### src/rtl/core/mlbt_pkg.sv
package mlbt_pkg;

  // Table geometry.
  localparam int unsigned TableDepth = 512;
  localparam int unsigned IdxW       = $clog2(TableDepth);
  localparam int unsigned CntW       = $clog2(TableDepth + 1);
  localparam int unsigned MacW       = 48;
  localparam int unsigned EntryW     = MacW + 1;

  // Forwarding decision codes.
  typedef enum logic [1:0] {
    ACT_FILTER  = 2'd0,
    ACT_FORWARD = 2'd1,
    ACT_FLOOD   = 2'd2
  } action_e;

  // Commands from the controller to the datapath.
  typedef struct packed {
    logic load;
    logic read;
    logic commit;
  } cmd_t;

  // Status from the datapath to the controller.
  typedef struct packed {
    logic count_zero;
    logic last_read;
  } status_t;

endpackage

### src/rtl/core/mlbt_ctrl.sv
module mlbt_ctrl (
  input  logic             clk_i,
  input  logic             rst_ni,
  input  logic             start_i,
  input  mlbt_pkg::status_t status_i,
  output mlbt_pkg::cmd_t    cmd_o,
  output logic             busy_o
);

  typedef enum logic [3:0] {
    S_IDLE   = 4'b0001,
    S_SCAN   = 4'b0010,
    S_WAIT   = 4'b0100,
    S_COMMIT = 4'b1000
  } state_e;

  state_e state_q, state_d;

  // Next-state and command decode.
  always_comb begin
    state_d = state_q;
    cmd_o   = '0;
    case (state_q)
      S_IDLE: begin
        if (start_i) begin
          cmd_o.load = 1'b1;
          state_d    = status_i.count_zero ? S_COMMIT : S_SCAN;
        end
      end
      S_SCAN: begin
        cmd_o.read = 1'b1;
        if (status_i.last_read) begin
          state_d = S_WAIT;
        end
      end
      S_WAIT: begin
        // The last entry read is compared in this cycle.
        state_d = S_COMMIT;
      end
      S_COMMIT: begin
        cmd_o.commit = 1'b1;
        state_d      = S_IDLE;
      end
      default: begin
        state_d = S_IDLE;
      end
    endcase
  end

  // State register.
  always_ff @(posedge clk_i or negedge rst_ni) begin
    if (!rst_ni) begin
      state_q <= S_IDLE;
    end else begin
      state_q <= state_d;
    end
  end

  assign busy_o = (state_q != S_IDLE);

endmodule

### config.mk
export PLATFORM = sky130hd
export DESIGN_NAME = mlbt_ctrl
export DESIGN_NICKNAME = d
export VERILOG_FILES = /design/src/rtl/core/mlbt_pkg.sv /design/src/rtl/core/mlbt_ctrl.sv
export SDC_FILE = /design/constraint.sdc
export NUM_CORES = 1
export LEC_CHECK = 0
export ABC_AREA = 1
export BUFFER_PORTS_ARGS = -buffer_cell sky130_fd_sc_hd__buf_2
export CORE_AREA = 2 2 39 41
export CTS_CLUSTER_DIAMETER = 120
export DETAILED_ROUTE_END_ITERATION = 12
export DIE_AREA = 0 0 41 43
export SYNTH_ARGS = -nofsm -noshare
export SYNTH_HDL_FRONTEND = slang
export SYNTH_SLANG_ARGS = --single-unit
### constraint.sdc
create_clock -name clk_i -period 1.3 [get_ports clk_i]
set_input_delay 0.065 -clock clk_i [delete_from_list [all_inputs] [get_ports clk_i]]
set_output_delay 0.065 -clock clk_i [all_outputs]
set_load 0.01 [all_outputs]
==> out/qor.txt, run 1 <==
Status = complete, no violations
RSZ-0062 raised after global routing = true
Pre-CTS setup slack = 228.4 ps
Yosys warning count = 0
Commonest non-fill, non-tap cells in the layout = buf_2, nand2_1, buf_4
Top delay family on crit path = flip-flops
Largest registers = state_q: 4 flops
Crit. End Element = output port
Fill count = 155
Gr usage total = 7.746%
Pwr dens = 2156 nW/µm²
CP Cell Sequence = inv_2, nor2_4, nand3_2, inv_1, buf_2
Mapped Cells = 30
Multi-input logic area = 125.1 µm²
Largest cells by area after synthesis = dfrtp_1, dfstp_2, nor2_4
Setup slack after layout = 9.202 ps
Critical-path cell with the highest stage delay = dfstp_2
Max incr delay on CP = 540 ps
Diode count = 0
CTS tree = built
Syn_nets = 35
Worst Setup SP = state_q[0]
Final setup violating endpoints = 0
Starting DRT DRC Count = 2
Worst-Skew Late Latency = 240 ps
Num CTS Buffers = 3
Top reg by flops = state_q
Initial antenna violation count = 0
Routed wire per std cell = 8.476 µm
WHS Path Cells = 2
Critical Path RT = 1240 ps
Setup CP Type = register to output port
Fin crit period = 1291 ps
Synthesized cell area = 249.0 µm²
Die Width = 41 µm
Final Hold Viols = 0
Core area = 1384 µm²
Worst min-delay path category = input pin to register
Clock Tree Buf Depth = 2
Die area = 1763 µm²
Crit path max fanout = 4
Root Buffer = clkbuf_4
Num Clock Sinks = 4
Fin cells = 63
Synthesis-stage register bit count = 4
GPL Wtd Cong = 0.6807
Crit path buffers/inverters = 3
WL final = 534 µm
Avg Synthesized Cell Area = 8.300 µm²
Register area = 101.3 µm²
Max-cap check violation count = 0
Fin crit share = 99.29%
P_leak = 0.2120 nW
Number of port buffers = 8
Rows = 14
Worst-margin pin slew = 214.7 ps
Worst reg2reg startpoint = state_q[0]
Ratio of cells with drive above 1 in the final layout = 59.57%
Sequential share of the synthesized area = 40.70%
CP startpoint kind = register
HPWL Detailed = 409.9 µm
Reg2Reg Depth = 6
Post-detailed-route count of antenna-violating nets = 0
CP Data Arrival Time = 1230 ps
Nets = 53
CTS H-tree depth = 1
Cell taking the most area after synthesis = dfrtp_1
Commonest non-fill, non-tap cell in the layout = buf_2
First-pass GRT wire length = 869 µm
Synthesis-to-layout area growth = 52.76%
Via density = 3.873
Largest net degree at the start of global routing = 7
Largest register FFs = 4
Vias in the first global route = 242
Clock slew at reported path FFs = 40 ps
Min-delay src = status_i[1]
Max Freq = 0.7747 GHz
Layout Skew = 2.880 ps
Post-synth cell types = 16
Slew headroom = 85.55%
I/O pins = 9
Critical Path Stages = 5
Starting density of the core = 17.99%
Die Ht = 43 µm
Routed via count = 244
GRT Residual Overflow = 0
Drt pass-1 iters = 2
Final Slew Violations = 0
Post-synth top area share = 30.15%
Peak supply drop = 0.6175 mV
DRC = 0
Placed Cells = 54
[routing by layer]
metal	track usage [%]	vias up	routed length, µm
met3	1.571	0	22
met2	12.81	4	316
met4	8.000	0	0
met1	6.796	113	195
li1	-	127	-
met5	0	-	0
[worst register-to-register path, stage by stage (launching register included)]
cell      delay [ps]
dfstp_2          540
inv_2             50
nor2_4           140
buf_4            130
nand3b_2          90
nand2_1          100
nor2_2            40
[cells by family (layout without fill, tap and decap cells)]
logic type	count (synthesis)	count (layout)	share of synthesized area, %
AND/OR/NAND/NOR	18	18	46.23
flip-flops	4	4	40.70
buffers and inverters	7	24	11.05
AO/OA/AOI/OAI	1	1	2.008
[what timing repair did]
action                                 CTS  global route
endpoints found under the hold margin    4             0
pin swaps                                0             2
buffers inserted                         1             3
resized for setup                        0             1
hold buffers                             1             0
setup endpoints to repair                1             1
[per-stage QoR]
stage / util [%] / cell area (µm²) / TNS (ps) / hold WS (ps) / total power (W)
final: 27.49 / 380.4 / 0 / 18.95 / 0.0008201
after global routing: 27.49 / 380.4 / -36.11 / 14.99 / 0.0008854
after CTS: 25.50 / 352.8 / 0 / 15.56 / 0.0007485
after detailed placement: 22.33 / 309.0 / 0 / -127.0 / 0.0005489
after global placement: 22.33 / 309.0 / 0 / -128.1 / 0.0005449
after floorplan: - / 249.0 / 0 / -230.6 / 0.0004606
[report_power, final]
part / total (W) / switching (W) / internal [W]
clock network: 0.000170 / 0.0000542 / 0.000115
logic: 0.000431 / 0.000224 / 0.000207
registers: 0.000220 / 0.0000442 / 0.000176
total: 0.000820 / 0.000322 / 0.000498
[synth_stat cells]
library cell and instances:
nand3_2 1, nand3_1 4, nand3b_1 1, inv_2 3
dfrtp_1 3, nor4_1 1, nand2_1 4, dfstp_2 1
nor2_2 2, clkinv_2 1, inv_1 3, o21ai_1 1
nor2_1 1, nor2_4 2, nand3b_2 1, nand2_2 1
[final timing paths]
check,slack [ps],end
min,20,state_q[1]
min reg2reg,620,state_q[0]
min in group asynchronous,160,state_q[2]
max,9,cmd_o[2]
max reg2reg,110,state_q[3]
max in group asynchronous,940,state_q[0]
[layout make-up]
class	instances	area share [%]
multi-input cells	19	32.89
flip-flops and latches	4	26.64
repair buffers	13	21.05
inverters	7	7.237
clock buffers	4	6.908
well taps	16	5.263
Note: power is estimated with default switching activity, not from simulation.
==> inputs of run 2 (changes only) <==
==> constraint.sdc (replaced) <==
create_clock -name clk_i -period 1.27 [get_ports clk_i]
set_input_delay 0.0635 -clock clk_i [delete_from_list [all_inputs] [get_ports clk_i]]
set_output_delay 0.0635 -clock clk_i [all_outputs]
set_load 0.01 [all_outputs]
==> out/qor.txt, run 2 (synthesis gave the netlist of run 1 again) <==
Max Freq = 0.8133 GHz
GRT Residual Overflow = 0 (unchanged)
Fin crit period = 1230 ps
Total power = 0.0007935 W (-3.2%)
Routed via count = 229 (-6.1%)
Placed Cells = 54 (unchanged)
Critical-path cell with the highest stage delay = dfstp_2
First-pass GRT wire length = 765 µm (-12%)
Max-cap check violation count = 0 (unchanged)
Commonest non-fill, non-tap cells in the layout = buf_2, nand2_1
Starting density of the core = 17.99% (unchanged)
Number of port buffers = 8 (unchanged)
HPWL Detailed = 394.7 µm (-3.7%)
Commonest non-fill, non-tap cell in the layout = buf_2
Peak supply drop = 0.8606 mV (+39%)
Synthesis-to-layout area growth = 49.25%
Clock Tree Buf Depth = 2 (unchanged)
Starting DRT DRC Count = 1 (-1)
Vias in the first global route = 220 (-9.1%)
Worst Setup SP = state_q[0]
Top delay family on crit path = flip-flops
Fin crit share = 96.82%
Largest registers = state_q: 4 flops
Post-detailed-route count of antenna-violating nets = 0 (unchanged)
Die area = 1763 µm² (unchanged)
Layout Skew = 4.780 ps (+1.901 ps)
Num CTS Buffers = 3 (unchanged)
Critical Path Stages = 5 (unchanged)
P_leak = 0.2039 nW (-3.8%)
Pwr dens = 2135 nW/µm² (-0.97%)
CP startpoint kind = register
Core area = 1384 µm² (unchanged)
Final Hold Viols = 0 (unchanged)
Diode count = 0 (unchanged)
Die Width = 41 µm (unchanged)
Largest register FFs = 4 (unchanged)
Nets = 51 (-3.8%)
Top reg by flops = state_q
Via density = 3.754 (-3.1%)
RSZ-0062 raised after global routing = true
Crit Reg-Reg Endpoint = state_q[3]
Root Buffer = clkbuf_4
Worst-Skew Late Latency = 230 ps (about the same)
CTS H-tree depth = 1 (unchanged)
Die Ht = 43 µm (unchanged)
Final setup violating endpoints = 0 (unchanged)
Drt pass-1 iters = 2 (unchanged)
Worst-margin pin slew = 208.3 ps (-6.412 ps)
Setup slack after layout = 40.40 ps (+31.19 ps)
CP Data Arrival Time = 1170 ps (-60 ps)
Reg2Reg Depth = 6 (unchanged)
Status = complete, no violations
DRC = 0 (unchanged)
Max incr delay on CP = 550 ps (about the same)
Critical Path RT = 1210 ps (-30 ps)
Setup CP Type = register to output port
CP Cell Sequence = inv_2, nor2_4, nand3_2, inv_1, buf_2
Largest net degree at the start of global routing = 7 (unchanged)
GPL Wtd Cong = 0.7060 (+3.7%)
Worst min-delay path category = input pin to register
Crit path buffers/inverters = 3 (unchanged)
FF-to-FF setup slack = 110 ps (about the same)
CTS tree = built
Num Clock Sinks = 4 (unchanged)
Crit path max fanout = 3 (-1)
I/O pins = 9 (unchanged)
Worst reg2reg startpoint = state_q[0]
CP endpoint = cmd_o[2]
Setup tns final = 0 ps (unchanged)
Initial antenna violation count = 0 (unchanged)
Fin cells = 61 (-3.2%)
WL final = 479 µm (-10%)
Routed wire per std cell = 7.852 µm (-7.4%)
Rows = 14 (unchanged)
Pre-CTS setup slack = 181.1 ps (-47.25 ps)
Min-delay src = status_i[1]
Gr usage total = 6.761% (-0.99 points)
Ratio of cells with drive above 1 in the final layout = 60.00% (+0.43 points)
Hold Worst Slack = 16.64 ps (-2.312 ps)
Final Slew Violations = 0 (unchanged)
Slew headroom = 86.11% (+0.56 points)
Clock slew at reported path FFs = 40 ps (about the same)
Crit. End Element = output port
run 2: worst min path at each step:
stage | cells after the start | slack, ps | endpoint
after floorplan | 0 | -230 | state_q[1]
after global placement | 1 | -130 | state_q[2]
after detailed placement | 1 | -130 | state_q[2]
after CTS | 2 | 10 | state_q[1]
after global routing | 2 | 20 | state_q[1]
final | 2 | 20 | state_q[1]
run 2: metal layers:
layer	track usage (%)	wire, µm	up-vias
li1	-	-	124
met1	6.536	195	101
met2	10.00	265	4
met3	3.141	19	0
met4	6.000	0	0
met5	0	0	-
run 2: metrics by stage:
stage               area (µm²)  util, %
floorplan                249.0        -
global placement         309.0    22.33
detailed placement       309.0    22.33
CTS                      365.4    26.40
global route             371.6    26.85
finish                   371.6    26.85
run 2: what timing repair did:
action / 4_1_cts / 5_1_grt
hold buffers: 1 / 0
endpoints found under the hold margin: 4 / 0
resized for setup: 1 / 1
setup buffers: 2 / 0
gates cloned: 0 / 0
setup endpoints to repair: 1 / 3
pin swaps: 1 / 1
run 2: cell type report:
type / count / area (µm²)
multi-input cells: 19 / 131.4
flip-flops and latches: 4 / 101.3
fillers: 155 / 1012
inverters: 7 / 27.53
repair buffers: 11 / 65.06
well taps: 16 / 20.02
clock buffers: 4 / 26.28
run 2: report_power, final:
group	switching [W]	internal [W]	leakage (nW)
clock	0.0000525	0.000118	0.0150
combinational	0.000219	0.000177	0.138
sequential	0.0000469	0.000180	0.0511
==> inputs of run 3 (changes only) <==
==> constraint.sdc (replaced) <==
create_clock -name clk_i -period 1.6 [get_ports clk_i]
set_input_delay 0.08 -clock clk_i [delete_from_list [all_inputs] [get_ports clk_i]]
set_output_delay 0.08 -clock clk_i [all_outputs]
set_load 0.01 [all_outputs]
==> out/qor.txt, run 3 (synthesis gave the netlist of run 1 again) <==
Part of the power in registers = 30.8% (+2.2 points)
Critical Path RT = 1520 ps (+310 ps)
Combinational share of power = 44.8% (-5.1 points)
Worst reg2reg startpoint = state_q[0]
Placed Cells = 54 (unchanged)
Worst-margin pin slew = 196.5 ps (-11.79 ps)
Final Util = 24.95% (-1.9 points)
DRC = 0 (unchanged)
Max Freq = 0.7595 GHz
Num CTS Buffers = 3 (unchanged)
First-pass GRT wire length = 890 µm (+16%)
Max-cap check violation count = 0 (unchanged)
Layout Skew = 1.914 ps (-2.867 ps)
CTS H-tree depth = 1 (unchanged)
CTS tree = built
WL final = 497 µm (+3.8%)
Slew headroom = 86.78% (+0.67 points)
Gr usage total = 8.157% (+1.4 points)
Rows = 14 (unchanged)
Switching pwr = 0.0002435 W (-24%)
Crit Reg-Reg Endpoint = state_q[3]
Peak supply drop = 0.5404 mV (-37%)
Die area = 1763 µm² (unchanged)
Commonest non-fill, non-tap cell in the layout = buf_2
Die Ht = 43 µm (unchanged)
Status = complete, no violations
Fin crit period = 1317 ps
Nets = 49 (-3.9%)
CP Cell Sequence = inv_2, nor2_4, nand3_1, inv_1, buf_2
Final Hold Viols = 0 (unchanged)
I/O pins = 9 (unchanged)
Reg2Reg Depth = 5 (-1)
Setup tns final = 0 ps (unchanged)
Pint = 0.0003414 W (-28%)
Fin crit share = 82.29%
Final setup violating endpoints = 0 (unchanged)
Worst min-delay path endpoint = state_q[1]
Largest register FFs = 4 (unchanged)
Synthesis-to-layout area growth = 38.69%
Die Width = 41 µm (unchanged)
Largest registers = state_q: 4 flops
Crit path max fanout = 4 (+1)
Fin cells = 59 (-3.3%)
Critical-path cell with the highest stage delay = dfstp_2
Drt pass-1 iters = 2 (unchanged)
Initial antenna violation count = 0 (unchanged)
Ratio of cells with drive above 1 in the final layout = 53.49% (-6.5 points)
Commonest non-fill, non-tap cells in the layout = buf_2, nand2_1, nand3_1
Diode count = 0 (unchanged)
GRT Residual Overflow = 0 (unchanged)
Top reg by flops = state_q
Setup CP Type = register to output port
RSZ-0062 raised after global routing = false
Number of port buffers = 8 (unchanged)
Routed wire per std cell = 8.424 µm (+7.3%)
Root Buffer = clkbuf_4
Routed via count = 232 (+1.3%)
Worst-Skew Late Latency = 240 ps (about the same)
Max incr delay on CP = 550 ps (about the same)
Num Clock Sinks = 4 (unchanged)
FF-to-FF setup slack = 520 ps (+410 ps)
Worst min-delay path category = input pin to register
Clock Tree Buf Depth = 2 (unchanged)
Clock slew at reported path FFs = 40 ps (about the same)
Final Slew Violations = 0 (unchanged)
WHS Path Cells = 2 (unchanged)
Clock Power Share = 24.4% (+2.9 points)
Crit. End Element = output port
Largest net degree at the start of global routing = 7 (unchanged)
Pwr dens = 1694 nW/µm² (-21%)
Post-detailed-route count of antenna-violating nets = 0 (unchanged)
Min-delay src = status_i[1]
HPWL Detailed = 391.3 µm (-0.86%)
Sw Share = 41.63% (+1.5 points)
Starting density of the core = 17.99% (unchanged)
CP Data Arrival Time = 1240 ps (+70 ps)
Starting DRT DRC Count = 1 (unchanged)
Core area = 1384 µm² (unchanged)
CP startpoint kind = register
Vias in the first global route = 240 (+9.1%)
P_leak = 0.1920 nW (-5.8%)
Via density = 3.932 (+4.7%)
GPL Wtd Cong = 0.7142 (+1.2%)
## run 3: worst max-delay path by stage
| stage | slack, ps | cells after the start | start | endpoint |
|---|---|---|---|---|
| after global routing | 200 | 5 | state_q[0] | cmd_o[2] |
| after CTS | 270 | 5 | state_q[0] | cmd_o[2] |
| after detailed placement | 520 | 5 | state_q[0] | state_q[3] |
| after floorplan | 570 | 5 | state_q[0] | state_q[3] |
| after global placement | 530 | 5 | state_q[0] | state_q[3] |
| final | 280 | 5 | state_q[0] | cmd_o[2] |
## run 3: metal layers
metal | GRT usage (%) | vias up | share of wire (%) | wire (µm)
li1 | - | 123 | - | -
met5 | 0 | - | 0 | 0
met3 | 2.094 | 2 | 6.4 | 32
met1 | 7.468 | 99 | 36 | 177
met4 | 10.00 | 0 | 3.8 | 19
met2 | 12.19 | 8 | 54 | 267
## run 3: worst max-delay path, delay by kind of cell (launching register included)
family,cells,cell delay [ps]
flops,1,550
simple gates,2,220
buf+inv,3,230
## run 3: what timing repair did
action                                 in CTS  in global routing
hold buffers                                1                  0
buffers inserted                            0                  0
endpoints found under the hold margin       4                  0
resized for setup                           0                  0
## run 3: power by group through the flow
stage	logic, W	registers [W]	clock network, W
after detailed placement	0.000263	0.000182	0
after global routing	0.000297	0.000187	0.000157
after floorplan	0.000196	0.000178	0
after CTS	0.000266	0.000181	0.000149
final	0.000262	0.000180	0.000142
after global placement	0.000261	0.000181	0
## run 3: metrics by stage
step                      setup WS [ps]  total power, W  instance area (µm²)  hold WS [ps]
final                             283.3       0.0005849                345.3         29.46
after global placement            530.0       0.0004421                309.0        -113.9
after detailed placement          522.2       0.0004457                309.0        -111.3
after global routing              202.2       0.0006416                345.3         31.71
after CTS                         273.5       0.0005963                345.3         26.33
after floorplan                   573.8       0.0003743                249.0        -215.6
## run 3: final cells by class
cell class | count | area [µm²]
fillers | 158 | 1039
multi-input cells | 19 | 120.1
flip-flops and latches | 4 | 101.3
repair buffers | 9 | 50.05
inverters | 7 | 27.53
clock buffers | 4 | 26.28
well taps | 16 | 20.02
